===== src/rtl/core/wear_levelled_log_kv_store_defines.svh =====
// Assertion macros shared by the key/value store modules.
`ifndef WEAR_LEVELLED_LOG_KV_STORE_DEFINES_SVH
`define WEAR_LEVELLED_LOG_KV_STORE_DEFINES_SVH

// A condition that holds at every clock edge outside reset.
`define WLKV_ASSERT_ALWAYS(lbl, cond) \
  lbl: assert property (@(posedge clk_i) disable iff (!rst_ni) (cond)) \
    else $error("wlkv: invariant violated");

// A condition that forces another one at the following clock edge.
`define WLKV_ASSERT_NEXT(lbl, ante, cons) \
  lbl: assert property (@(posedge clk_i) disable iff (!rst_ni) (ante) |=> (cons)) \
    else $error("wlkv: sequence violated");

`endif


===== src/rtl/core/wlkv_pkg.sv =====
// Types, codes and CRC tables shared by the key/value store modules.
`default_nettype none

package wlkv_pkg;

  // Operation codes of an input word.
  typedef enum logic [1:0] {
    OP_RECOVER = 2'd0,
    OP_PUT     = 2'd1,
    OP_DELETE  = 2'd2,
    OP_GET     = 2'd3
  } opcode_e;

  // Record tags and row header mark.
  localparam logic [7:0] TAG_PUT  = 8'h01;
  localparam logic [7:0] TAG_DEL  = 8'h02;
  localparam logic [7:0] ROW_MARK = 8'h7F;
  localparam logic [3:0] LAST_SLOT = 4'd14;
  localparam logic [3:0] HDR_SLOT  = 4'd15;
  localparam logic [31:0] ERASED_WORD = 32'hFFFF_FFFF;

  // Input and result words.
  typedef struct packed {
    logic [1:0]  opcode;
    logic [10:0] key;
    logic [4:0]  value;
  } in_t;

  typedef struct packed {
    logic       ok;
    logic [4:0] found_value;
  } out_t;

  // Micro-operations issued by the controller to the datapath.
  typedef enum logic [3:0] {
    UOP_NONE,
    UOP_CLEAR,
    UOP_LOAD,
    UOP_APPEND,
    UOP_ROLL_RD,
    UOP_ROLL_SEQ,
    UOP_ERASE,
    UOP_GET_STEP,
    UOP_GET_CHK,
    UOP_HDR_RD,
    UOP_HDR_CHK,
    UOP_SLOT_RD,
    UOP_SLOT_CHK,
    UOP_OUT
  } uop_e;

  typedef struct packed {
    uop_e uop;
  } cmd_t;

  typedef struct packed {
    logic clr_last;
    logic slot_full;
    logic hdr_last;
    logic slot_last;
    logic erase_last;
    logic rec_good;
    logic key_hit;
    logic walk_end;
  } sts_t;

  // CRC-8, polynomial 0x31, MSB first, evaluated at elaboration only.
  typedef logic [7:0] crc_tab_t [256];

  function automatic logic [7:0] crc_byte(logic [7:0] c, logic [7:0] b);
    logic [7:0] r;
    r = c ^ b;
    for (int k = 0; k < 8; k++) begin
      r = r[7] ? ((r << 1) ^ 8'h31) : (r << 1);
    end
    return r;
  endfunction

  // Table of the CRC of one byte followed by a number of zero bytes.
  function automatic crc_tab_t crc_tab_gen(int unsigned zeros);
    crc_tab_t   t;
    logic [7:0] c;
    for (int i = 0; i < 256; i++) begin
      c = crc_byte(8'h00, 8'(i));
      for (int unsigned z = 0; z < zeros; z++) begin
        c = crc_byte(c, 8'h00);
      end
      t[i] = c;
    end
    return t;
  endfunction

  localparam crc_tab_t CRC_TAB0 = crc_tab_gen(0);
  localparam crc_tab_t CRC_TAB1 = crc_tab_gen(1);
  localparam crc_tab_t CRC_TAB2 = crc_tab_gen(2);

  // The CRC is linear, so the three bytes combine by XOR of table reads.
  function automatic logic [7:0] crc_rec(logic [23:0] d);
    return CRC_TAB2[d[7:0]] ^ CRC_TAB1[d[15:8]] ^ CRC_TAB0[d[23:16]];
  endfunction

endpackage

`default_nettype wire


===== src/rtl/core/wlkv_ctrl.sv =====
// Controller state machine that sequences every operation of the store.
`default_nettype none
`include "wear_levelled_log_kv_store_defines.svh"

module wlkv_ctrl import wlkv_pkg::*; (
  input  wire logic       clk_i,
  input  wire logic       rst_ni,
  input  wire logic       in_valid_i,
  output logic            in_ready_o,
  input  wire logic [1:0] opcode_i,
  output logic            out_valid_o,
  input  wire logic       out_ready_i,
  output cmd_t            cmd_o,
  input  wire sts_t       sts_i
);

  typedef enum logic [3:0] {
    S_CLEAR,
    S_IDLE,
    S_APPEND,
    S_ROLL_RD,
    S_ROLL_SEQ,
    S_ERASE,
    S_GET_STEP,
    S_GET_CHK,
    S_HDR_RD,
    S_HDR_CHK,
    S_SLOT_RD,
    S_SLOT_CHK,
    S_DONE
  } state_e;

  state_e state_q, state_d;
  logic   out_valid_q, out_valid_d;
  logic   in_acc;
  logic   out_free;

  assign in_ready_o  = (state_q == S_IDLE);
  assign out_valid_o = out_valid_q;
  assign in_acc      = in_valid_i && in_ready_o;
  assign out_free    = !out_valid_q || out_ready_i;

  // Next state, command and output valid.
  always_comb begin
    state_d     = state_q;
    out_valid_d = out_valid_q && !out_ready_i;
    cmd_o.uop   = UOP_NONE;
    unique case (state_q)
      S_CLEAR: begin
        cmd_o.uop = UOP_CLEAR;
        if (sts_i.clr_last) state_d = S_IDLE;
      end
      S_IDLE: begin
        if (in_acc) begin
          cmd_o.uop = UOP_LOAD;
          unique case (opcode_e'(opcode_i))
            OP_RECOVER:       state_d = S_HDR_RD;
            OP_PUT, OP_DELETE: state_d = S_APPEND;
            OP_GET:           state_d = S_GET_STEP;
            default:          state_d = S_DONE;
          endcase
        end
      end
      S_APPEND: begin
        cmd_o.uop = UOP_APPEND;
        state_d   = sts_i.slot_full ? S_ROLL_RD : S_DONE;
      end
      S_ROLL_RD: begin
        cmd_o.uop = UOP_ROLL_RD;
        state_d   = S_ROLL_SEQ;
      end
      S_ROLL_SEQ: begin
        cmd_o.uop = UOP_ROLL_SEQ;
        state_d   = S_ERASE;
      end
      S_ERASE: begin
        cmd_o.uop = UOP_ERASE;
        if (sts_i.erase_last) state_d = S_DONE;
      end
      S_GET_STEP: begin
        cmd_o.uop = UOP_GET_STEP;
        state_d   = S_GET_CHK;
      end
      S_GET_CHK: begin
        cmd_o.uop = UOP_GET_CHK;
        priority if (!sts_i.rec_good || sts_i.key_hit || sts_i.walk_end) begin
          state_d = S_DONE;
        end else begin
          state_d = S_GET_STEP;
        end
      end
      S_HDR_RD: begin
        cmd_o.uop = UOP_HDR_RD;
        state_d   = S_HDR_CHK;
      end
      S_HDR_CHK: begin
        cmd_o.uop = UOP_HDR_CHK;
        state_d   = sts_i.hdr_last ? S_SLOT_RD : S_HDR_RD;
      end
      S_SLOT_RD: begin
        cmd_o.uop = UOP_SLOT_RD;
        state_d   = S_SLOT_CHK;
      end
      S_SLOT_CHK: begin
        cmd_o.uop = UOP_SLOT_CHK;
        priority if (!sts_i.rec_good) begin
          state_d = S_DONE;
        end else if (sts_i.slot_last) begin
          state_d = S_ROLL_RD;
        end else begin
          state_d = S_SLOT_RD;
        end
      end
      S_DONE: begin
        if (out_free) begin
          cmd_o.uop   = UOP_OUT;
          out_valid_d = 1'b1;
          state_d     = S_IDLE;
        end
      end
      default: state_d = S_IDLE;
    endcase
  end

  // State and output valid registers.
  always_ff @(posedge clk_i or negedge rst_ni) begin
    if (!rst_ni) begin
      state_q     <= S_CLEAR;
      out_valid_q <= 1'b0;
    end else begin
      state_q     <= state_d;
      out_valid_q <= out_valid_d;
    end
  end

  `WLKV_ASSERT_NEXT(a_accept_leaves_idle, in_acc, state_q != S_IDLE)
  `WLKV_ASSERT_NEXT(a_result_shown, cmd_o.uop == UOP_OUT, out_valid_q)

endmodule

`default_nettype wire


===== config.mk =====
export PLATFORM = sky130hd
export DESIGN_NAME = wlkv_ctrl
export DESIGN_NICKNAME = d
export VERILOG_FILES = /design/src/rtl/core/wlkv_pkg.sv /design/src/rtl/core/wlkv_ctrl.sv
export VERILOG_INCLUDE_DIRS = /design/src /design/src/rtl/core
export SDC_FILE = /design/constraint.sdc
export NUM_CORES = 1
export LEC_CHECK = 0
export ABC_AREA = 0
export BUFFER_PORTS_ARGS = -buffer_cell sky130_fd_sc_hd__buf_4
export CAP_MARGIN = 20
export CORE_AREA = 2 2 39 41
export CTS_CLUSTER_SIZE = 20
export DETAILED_ROUTE_END_ITERATION = 8
export DIE_AREA = 0 0 41 43
export GPL_TIMING_DRIVEN = 0
export PLACE_DENSITY = 0.66
export SLEW_MARGIN = 15
export SYNTH_ARGS = -nofsm -noshare
export SYNTH_HDL_FRONTEND = slang
export SYNTH_SLANG_ARGS = --single-unit

===== constraint.sdc =====
create_clock -name clk_i -period 1.7 [get_ports clk_i]
set_input_delay 0.085 -clock clk_i [delete_from_list [all_inputs] [get_ports clk_i]]
set_output_delay 0.085 -clock clk_i [all_outputs]
set_load 0.01 [all_outputs]

# Yosys cells after proc, flatten, opt, wreduce, memory -nomap -nowiden
# Index checks and enable logic that the tools add are counted.
[totals]
input_bits = 14
out_inout_bits = 6
elab_cells = 49
reg_bits = 5
[classes]
mux = 16
n_reduce_logical = 12
eq_ne = 19
[ops]
columns = ["operator", "count"]
rows = [
  ["case mux 4 bit (13 select lines)", 2],
  ["two-way mux 4 bit", 9],
  ["== test 4 bit, second input constant", 5],
  ["== test 4 x 3 -> 1 bit, second input constant", 4],
  ["case mux 4 bit (3 select lines)", 1],
  ["== test 4 x 2 -> 1 bit, second input constant", 2],
  ["inequality test 2 bit, second input constant", 3],
  ["== test 2 bit, second input constant", 2],
  ["== test 4 x 1 -> 1 bit, second input constant", 1],
  ["logical NOT 4 bit", 1],
  ["two-way mux 2 bit", 2],
  ["AND reduction 4 bit", 1],
  ["logical NOT 1 bit", 3],
  ["logical OR 1 bit", 3],
  ["== test 2 x 1 -> 1 bit, second input constant", 1],
  ["logical AND 1 bit", 2],
  ["logical NOT 2 bit", 1],
  ["two-way mux 1 bit", 2],
  ["inequality test 2 x 1 -> 1 bit, second input constant", 1],
  ["OR reduction 2 bit", 1],
]

# Logic depth before layout (Yosys ltp)
# Gate-level depths: netlist (run 1).
[depth]
ltp_word = 5
mapped_depth = 5
mapped_depth_nobuf = 4

# Worst setup path after synthesis (run 1)
# OpenSTA, ideal clock, no wires.
[synth_path]
kind = "register -> register"
start = "reg state_q[2]"
end = "reg state_q[2]"
arrival_time_ns = 1.146
slack_ns = 0.432
path_stages_with_launch = 5
period_less_slack_ns = 1.268
t_required_ns = 1.578
cell_sequence = "dfrtp_1 or2_4 a211oi_2 a21oi_2 a32o_1"
[synth_via]
elab_chain_cells = 4
word_cells_on_any_way = 20
cone_classes = "eq/ne: 16; mux: 1; reduce/logical: 3"
[synth_rtl]
columns = ["element", "line_no", "text"]
rows = [
  ["start, declared", "wlkv_ctrl.sv:33", "state_e state_q, state_d;"],
  ["start signal, assigned", "wlkv_ctrl.sv:131", "state_q <= state_d;"],
  ["== test 4 x 1 -> 1 bit", "wlkv_ctrl.sv:38, wlkv_ctrl.sv:48", ""],
  ["logical AND 1 bit", "wlkv_ctrl.sv:40", "assign in_acc = in_valid_i && in_ready_o;"],
  ["inequality test 2 x 1 -> 1 bit (no source line)", "-", ""],
  ["AND reduction 4 bit (no source line)", "-", ""],
]
# Parallel ways exist; a longest one is shown, timed or not.
# A chain may end at the register's enable or synchronous reset.

==> run summary, run 1 <==
Setup TNS = 0 ns
Reg power frac = 20.0%
Post-detail-place hpwl = 1020 um
Wire per inst = 12.3 um
CP endpoint kind = output port
WP data arrival = 1.52 ns
Io pins = 20
Synth cell count leaders = 8 x nand2_1, 8 x o21ai_0, 5 x dfrtp_1, 5 x nor2_1
Initial antenna violation count = 0
Cell leakage power = 0.330 nW
Number of synthesized flops with an enable pin = 0
Finished Layout Cells = 111
Setup bufs post-CTS = 0
Final Cycle Share = 94.2%
WP data required = 1.62 ns
Placed Instance Area = 683 um2
Psw = 0.569 mW
Post-Synthesis Cell Area = 520 um2
Slew at the pin with the worst max-slew slack = 0.462 ns
DR pass1 iterations = 4
Crit Path Class = reg2out
CTS-repair resized insts = 0
CP max FO = 7
Via count = 614
Slowest cell delay on critical path = 0.41 ns
Area delta synth->final = 38.2%
Peak supply drop = 0.975 mV
Skew final = 0.000128 ns
TritonCTS buffer count = 3
First-pass GRT wire length = 2230 um
Min Tclk post-route = 1.60 ns
Input/output buffers = 19
Num rows = 14
Sw frac = 46.4%
Unrepaired setup endpoints after global routing = no
CTS sink count = 5
Post-Place Worst Slack = 0.344 ns
Clk slew on worst S/H paths = 0.04 ns
H-tree depth = 1
Core area = 1380 um2
Warnings from Yosys = 0
Design area = 719 um2
Ant. Diodes = 0
Post-synthesis sequential area ratio = 24.0%
Power per cell area = 1700 nW/um2
Vert. Die Dim = 43 um
Async SR Flop Fraction = 100%
Synth unique cells = 35
Worst-Skew Late Latency = 0.23 ns
Cell taking the most area after synthesis = dfrtp_1
Grt total ovfl = 0
Vias/cell = 5.53
Endpoints failing setup = 0
Initial DRC Count = 17
Post-Syn Area per Cell = 7.33 um2
Mapped Cells = 71
GRT Total Usage = 18.0%
Layout Utilization = 52.0%
Post-route setup slack = 0.0983 ns
WL final = 1370 um
Post-route ant nets = 0
Net count after synthesis = 85
Die Wd = 41 um
WHS = 0.182 ns
GPL Wtd Cong = 0.843
Top cell type's share of synthesized area = 24.0%
Longest Clk Path Bufs = 2
Largest net degree at the start of global routing = 11
Number of global-route vias before repair = 538
Post-Place Cells = 106
Worst Setup Start Kind = flop
Max Cap Viol = 0
Status = completed
Fmax = 624 MHz
Root Buffer = clkbuf_4
Hold_buf cts = 1
Crit path cell chain = nor2b_1 > o21a_1 > o22ai_1 > a21o_1 > buf_4
Top FF cell, synth = dfrtp_1
Initial Utilization = 37.6%
PnR Total Power = 1.22 mW
Synth top area cells = dfrtp_1 24%, o21ai_0 7.7%, nand2_1 5.8%
CTS tree = yes
Critical path's slowest cell = nor2b_1
Share of cells above drive strength 1 = 32.6%
HP Class = in2async
Clock power share = 10.7%
Slew HR = 69.1%
Slew Viols, Final = 0
Die area = 1760 um2
Synth Register Bits = 5
Final net count = 110
Comb pwr share = 69.4%
Int Pwr = 0.656 mW
DR DRC count = 0
Final Hold Vio Count = 0
## final timing paths
check / start / end / slack, ns / cells after the start
min in group clk_i: sts_i[7] / state_q[0]$_DFFE_PN0P_ / 0.21 / 3
worst max-delay path: out_valid_o$_DFF_PN0_ / cmd_o[2] / 0.1 / 5
max in group asynchronous: rst_ni / state_q[2]$_DFFE_PN0P_ / 1.41 / 2
worst min-delay path: rst_ni / out_valid_o$_DFF_PN0_ / 0.18 / 2
worst max register to register: state_q[2]$_DFFE_PN0P_ / state_q[2]$_DFFE_PN0P_ / 0.32 / 4
worst min register to register: state_q[1]$_DFFE_PN0P_ / state_q[2]$_DFFE_PN0P_ / 0.78 / 2
## state kept, by name, indices dropped and copies added (netlist names)
register     cells
out_valid_o      1
state_q          4
## critical path: cells and delay by family (launching register included)
family | cells | cell delay (ns)
flops | 1 | 0.33
buf+inv | 1 | 0.13
simple gates | 1 | 0.41
compound gates | 3 | 0.41
## cells by family after synthesis
| kind of cell | share of synthesized area [%] |
|---|---|
| simple gates | 26.0 |
| flops | 24.0 |
| buf+inv | 9.13 |
| compound gates | 38.9 |
| mux | 1.92 |
## power groups by stage
stage                     clock network (mW)  registers, mW  logic, mW
after detailed placement                   0          0.243      0.838
after global placement                     0          0.242      0.843
final                                  0.131          0.245      0.849
after global routing                   0.143          0.253      0.949
after CTS                              0.141          0.240      0.847
after floorplan                            0          0.219      0.595
## layout by cell type (no fill, tap or decap), drive strengths merged, types with 2 or more instances in the layout
| cell type | count |
|---|---|
| buf | 23 |
| o21ai | 9 |
| nand2 | 8 |
| nor2 | 5 |
| dfrtp | 5 |
| clkbuf | 5 |
| inv | 4 |
| nor2b | 3 |
| nor3 | 3 |
| a21oi | 3 |
| nand3 | 2 |
| o31ai | 2 |
| o22ai | 2 |
| a21o | 2 |
| a32o | 2 |
| a211oi | 2 |
## per-layer routing
| metal | routed length, um | part of all wire, % | global-route usage (%) | up-vias |
|---|---|---|---|---|
| met5 | 0 | 0 | 0 | - |
| met4 | 0 | 0 | 8.67 | 0 |
| met3 | 85 | 6.2 | 1.05 | 0 |
| met2 | 686 | 50 | 25.9 | 23 |
| met1 | 596 | 44 | 26.1 | 281 |
| li1 | - | - | - | 310 |
## final cells by class
type / instances / area (um2)
Multi-Input combinational cell: 57 / 348
Tap cell: 16 / 20.0
Buffer: 5 / 32.5
Inverter: 4 / 15.0
Clock buffer: 4 / 26.3
Fill cell: 147 / 664
Sequential cell: 5 / 125
Timing Repair Buffer: 20 / 153
(Power assumes the default switching activity.)
==> inputs of run 2 (changes only) <==
BUFFER_PORTS_ARGS = -buffer_cell sky130_fd_sc_hd__buf_2   (was -buffer_cell sky130_fd_sc_hd__buf_4)
==> run summary, run 2 (same netlist as run 1, synthesis figures left out) <==
Input/output buffers = 19
Die Wd = 41 um
Peak supply drop = 0.853 mV
Post-Place Cells = 106
First-pass GRT wire length = 2200 um
Crit Path Class = reg2out
CP max FO = 10
Biggest register = state_q
Finished Layout Cells = 111
Post-route ant nets = 0
GRT Total Usage = 18.0%
TritonCTS buffer count = 3
Final net count = 110
CTS tree = yes
Io pins = 20
Num rows = 14
DR DRC count = 0
Reg2reg end = state_q[2]$_DFFE_PN0P_
Worst Setup Start Kind = flop
Max Cap Viol = 0
Most frequent cells in the layout = 21 x buf_2, 8 x o21ai_0, 8 x nand2_1
Die area = 1760 um2
Placed Instance Area = 636 um2
CTS sink count = 5
DR pass1 iterations = 4
R2R depth = 4
Area delta synth->final = 29.6%
CP Capture Point = cmd_o[2]
WL final = 1360 um
Fmax = 661 MHz
Unrepaired setup endpoints after global routing = no
Min Tclk post-route = 1.51 ns
Vias/cell = 5.49
Skew final = 0.00461 ns
HP Class = in2async
WP data arrival = 1.43 ns
Endpoints failing setup = 0
CP endpoint kind = output port
GPL Wtd Cong = 0.855
Number of global-route vias before repair = 540
Core area = 1380 um2
Setup TNS = 0 ns
Share of cells above drive strength 1 = 33.7%
Initial Utilization = 37.6%
Slew HR = 72.3%
Grt total ovfl = 0
Wire per inst = 12.3 um
Status = completed
Slew at the pin with the worst max-slew slack = 0.405 ns
Largest net degree at the start of global routing = 11
Critical R2R Launch = state_q[2]$_DFFE_PN0P_
Root Buffer = clkbuf_4
WP data required = 1.62 ns
Slew Viols, Final = 0
Setup bufs post-CTS = 0
Commonest non-fill, non-tap cell in the layout = buf_2
Final Hold Vio Count = 0
Post-detail-place hpwl = 1010 um
Longest Clk Path Bufs = 2
Max reg flops = 4
H-tree depth = 1
Final Cycle Share = 89.0%
Cell leakage power = 0.316 nW
Ant. Diodes = 0
Worst-Skew Late Latency = 0.24 ns
Initial DRC Count = 18
R2R setup slack = 0.31 ns
Design area = 674 um2
CP startpoint = state_q[1]$_DFFE_PN0P_
Clk slew on worst S/H paths = 0.04 ns
Via count = 609
Initial antenna violation count = 0
Vert. Die Dim = 43 um
Power per cell area = 1730 nW/um2
run 2: cell types whose count changed in the layout (fill, tap and decap cells not counted):
cell and change:
nor2b_1 -1, nor2b_2 +1, buf_4 -19, buf_2 +19
run 2: per-layer routing:
layer	track usage, %	vias to the layer above	share of wire, %	routed length [um]
met1	26.2	272	48	649
met2	25.3	28	46	620
li1	-	309	-	-
met3	3.14	0	6.8	92
met4	8.00	0	0	0
met5	0	-	0	0
run 2: worst max-delay path: stages (launching register included):
cell	delay (ns)
dfrtp_1	0.44
buf_4	0.21
o21a_1	0.19
o22ai_1	0.12
a21o_1	0.12
buf_2	0.11
run 2: cell type report:
cell class	instances	area (um2)
inverters	4	15.0
repair buffers	20	105
multi-input cells	57	350
well taps	16	20.0
fillers	136	709
plain buffers	5	32.5
clock buffers	4	26.3
flip-flops and latches	5	125
run 2: worst min path at each step:
stage	startpoint	to	slack [ns]	cells after the start
2_1_floorplan	rst_ni	out_valid_o$_DFF_PN0_	-0.21	0
3_3_place_gp	rst_ni	out_valid_o$_DFF_PN0_	-0.10	1
3_5_place_dp	rst_ni	out_valid_o$_DFF_PN0_	-0.1	1
4_1_cts	rst_ni	state_q[0]$_DFFE_PN0P_	0.18	2
5_1_grt	rst_ni	state_q[0]$_DFFE_PN0P_	0.18	2
6_report	rst_ni	state_q[0]$_DFFE_PN0P_	0.19	2
run 2: power breakdown:
| group | switching, mW | internal [mW] | total (mW) | leakage, nW |
|---|---|---|---|---|
| Sequential | 0.0733 | 0.167 | 0.240 | 0.0657 |
| Clock | 0.0435 | 0.0884 | 0.132 | 0.0150 |
| Combinational | 0.446 | 0.352 | 0.798 | 0.235 |
run 2: repair_timing:
item | CTS | global route
resized for setup | 0 | 1
hold endpoints to repair | 5 | 0
hold buffers | 1 | 0
setup endpoints to repair | 0 | 1
run 2: metrics by stage:
stage / setup WS (ns) / power, mW / hold slack [ns] / utilization (%)
final: 0.186 / 1.17 / 0.188 / 48.7
after global routing: 0.0553 / 1.29 / 0.181 / 48.7
after CTS: 0.0848 / 1.18 / 0.176 / 48.6
after detailed placement: 0.344 / 1.03 / -0.0985 / 45.9
after global placement: 0.319 / 1.03 / -0.100 / 45.9
after floorplan: 0.432 / 0.814 / -0.211 / -
==> inputs of run 3 (changes only) <==
clock period = 1.73 ns   (was 1.7 ns; I/O delays follow)
==> run summary, run 3 (same netlist as run 1, synthesis figures left out) <==
Status = completed
Critical R2R Launch = state_q[2]$_DFFE_PN0P_
Uppermost layer routed = met3
GPL Wtd Cong = 0.855
HP Class = in2async
First-pass GRT wire length = 2200 um
Die area = 1760 um2
CP top delay family = simple AND/OR/NAND/NOR gates
Wire per inst = 12.3 um
Initial antenna violation count = 0
R2R depth = 4
Largest net degree at the start of global routing = 11
WP data required = 1.64 ns
CP endpoint kind = output port
Clk slew on worst S/H paths = 0.04 ns
Longest Clk Path Bufs = 2
Power per cell area = 1710 nW/um2
Num rows = 14
Area delta synth->final = 29.1%
Peak supply drop = 0.838 mV
Min Tclk post-route = 1.61 ns
Final Cycle Share = 93.1%
Io pins = 20
R2R setup slack = 0.34 ns
Fmax = 621 MHz
DR DRC count = 0
Root Buffer = clkbuf_4
TritonCTS buffer count = 3
DR pass1 iterations = 4
CTS tree = yes
Reg2reg end = state_q[2]$_DFFE_PN0P_
Cell leakage power = 0.316 nW
Biggest register = state_q
Ant. Diodes = 0
Max Cap Viol = 0
Slowest cell delay on critical path = 0.42 ns
Met3 wire length = 92 um
CTS sink count = 5
Metal-1 WL = 649 um
Skew final = 0.00462 ns
Setup bufs post-CTS = 0
Slew at the pin with the worst max-slew slack = 0.480 ns
Initial Utilization = 37.6%
H-tree depth = 1
Commonest non-fill, non-tap cell in the layout = buf_2
Initial DRC Count = 18
Die Wd = 41 um
Worst Setup Start Kind = flop
Post-detail-place hpwl = 1010 um
Input/output buffers = 19
Max reg flops = 4
CTS-repair resized insts = 0
Hold_buf cts = 1
Core area = 1380 um2
Unrepaired setup endpoints after global routing = no
Critical path's slowest cell = nor2b_1
WHS = 0.190 ns
PnR Total Power = 1.15 mW
Setup TNS = 0 ns
Via count = 609
Routed met2 length = 620 um
GRT Total Usage = 18.0%
Final net count = 110
Slew Viols, Final = 0
Grt total ovfl = 0
Endpoints failing setup = 0
Slew HR = 67.9%
Crit path cell chain = nor2b_1 > o21a_1 > o22ai_1 > a21o_1 > buf_2
Filler instances = 136
Post-route ant nets = 0
Share of cells above drive strength 1 = 32.6%
Most frequent cells in the layout = 21 x buf_2, 8 x o21ai_0, 8 x nand2_1
Final Hold Vio Count = 0
WP buf/inv = 1
WP data arrival = 1.52 ns
Vert. Die Dim = 43 um
Crit Path Class = reg2out
Number of global-route vias before repair = 540
CP max FO = 7
WL final = 1360 um
Vias/cell = 5.49
Worst-Skew Late Latency = 0.24 ns
-- run 3: cell types whose count changed in the layout (fill, tap and decap cells not counted) --
cell     before  now
nor2b_1       2    3
nor2b_2       1    0
-- run 3: worst max-delay path by stage --
| stage | startpoint | end | slack (ns) | cells past startpoint |
|---|---|---|---|---|
| floorplan | state_q[2]$_DFFE_PN0P_ | state_q[2]$_DFFE_PN0P_ | 0.46 | 4 |
| global placement | state_q[2]$_DFFE_PN0P_ | state_q[2]$_DFFE_PN0P_ | 0.35 | 4 |
| detailed placement | state_q[2]$_DFFE_PN0P_ | state_q[2]$_DFFE_PN0P_ | 0.37 | 4 |
| CTS | out_valid_o$_DFF_PN0_ | cmd_o[2] | 0.11 | 5 |
| global route | out_valid_o$_DFF_PN0_ | cmd_o[2] | 0.03 | 5 |
| finish | out_valid_o$_DFF_PN0_ | cmd_o[2] | 0.12 | 5 |
-- run 3: where the power goes --
part	internal [mW]	leakage (nW)	total [mW]	switching (mW)
Combinational	0.346	0.235	0.783	0.438
Sequential	0.164	0.0657	0.236	0.0721
Clock	0.0869	0.0150	0.130	0.0428
-- run 3: cell type report --
cell class | count | area [um2] | area share [%]
Sequential cell | 5 | 125 | 18.6
Buffer | 5 | 32.5 | 4.84
Tap cell | 16 | 20.0 | 2.98
Inverter | 4 | 15.0 | 2.23
Timing Repair Buffer | 20 | 105 | 15.6
Multi-Input combinational cell | 57 | 348 | 51.8
Clock buffer | 4 | 26.3 | 3.91
-- run 3: per-stage QoR --
step / instance area [um2] / util (%) / cells / worst slack (ns)
floorplan: 520 / - / 71 / 0.462
global placement: 636 / 45.9 / 106 / 0.349
detailed placement: 636 / 45.9 / 106 / 0.374
CTS: 672 / 48.6 / 111 / 0.113
global route: 672 / 48.6 / 111 / 0.0259
finish: 672 / 48.6 / 111 / 0.120
-- run 3: routing by layer --
layer | GRT usage [%] | vias up
met5 | 0 | -
met3 | 3.14 | 0
met4 | 8.00 | 0
li1 | - | 309
met1 | 26.2 | 272
met2 | 25.3 | 28
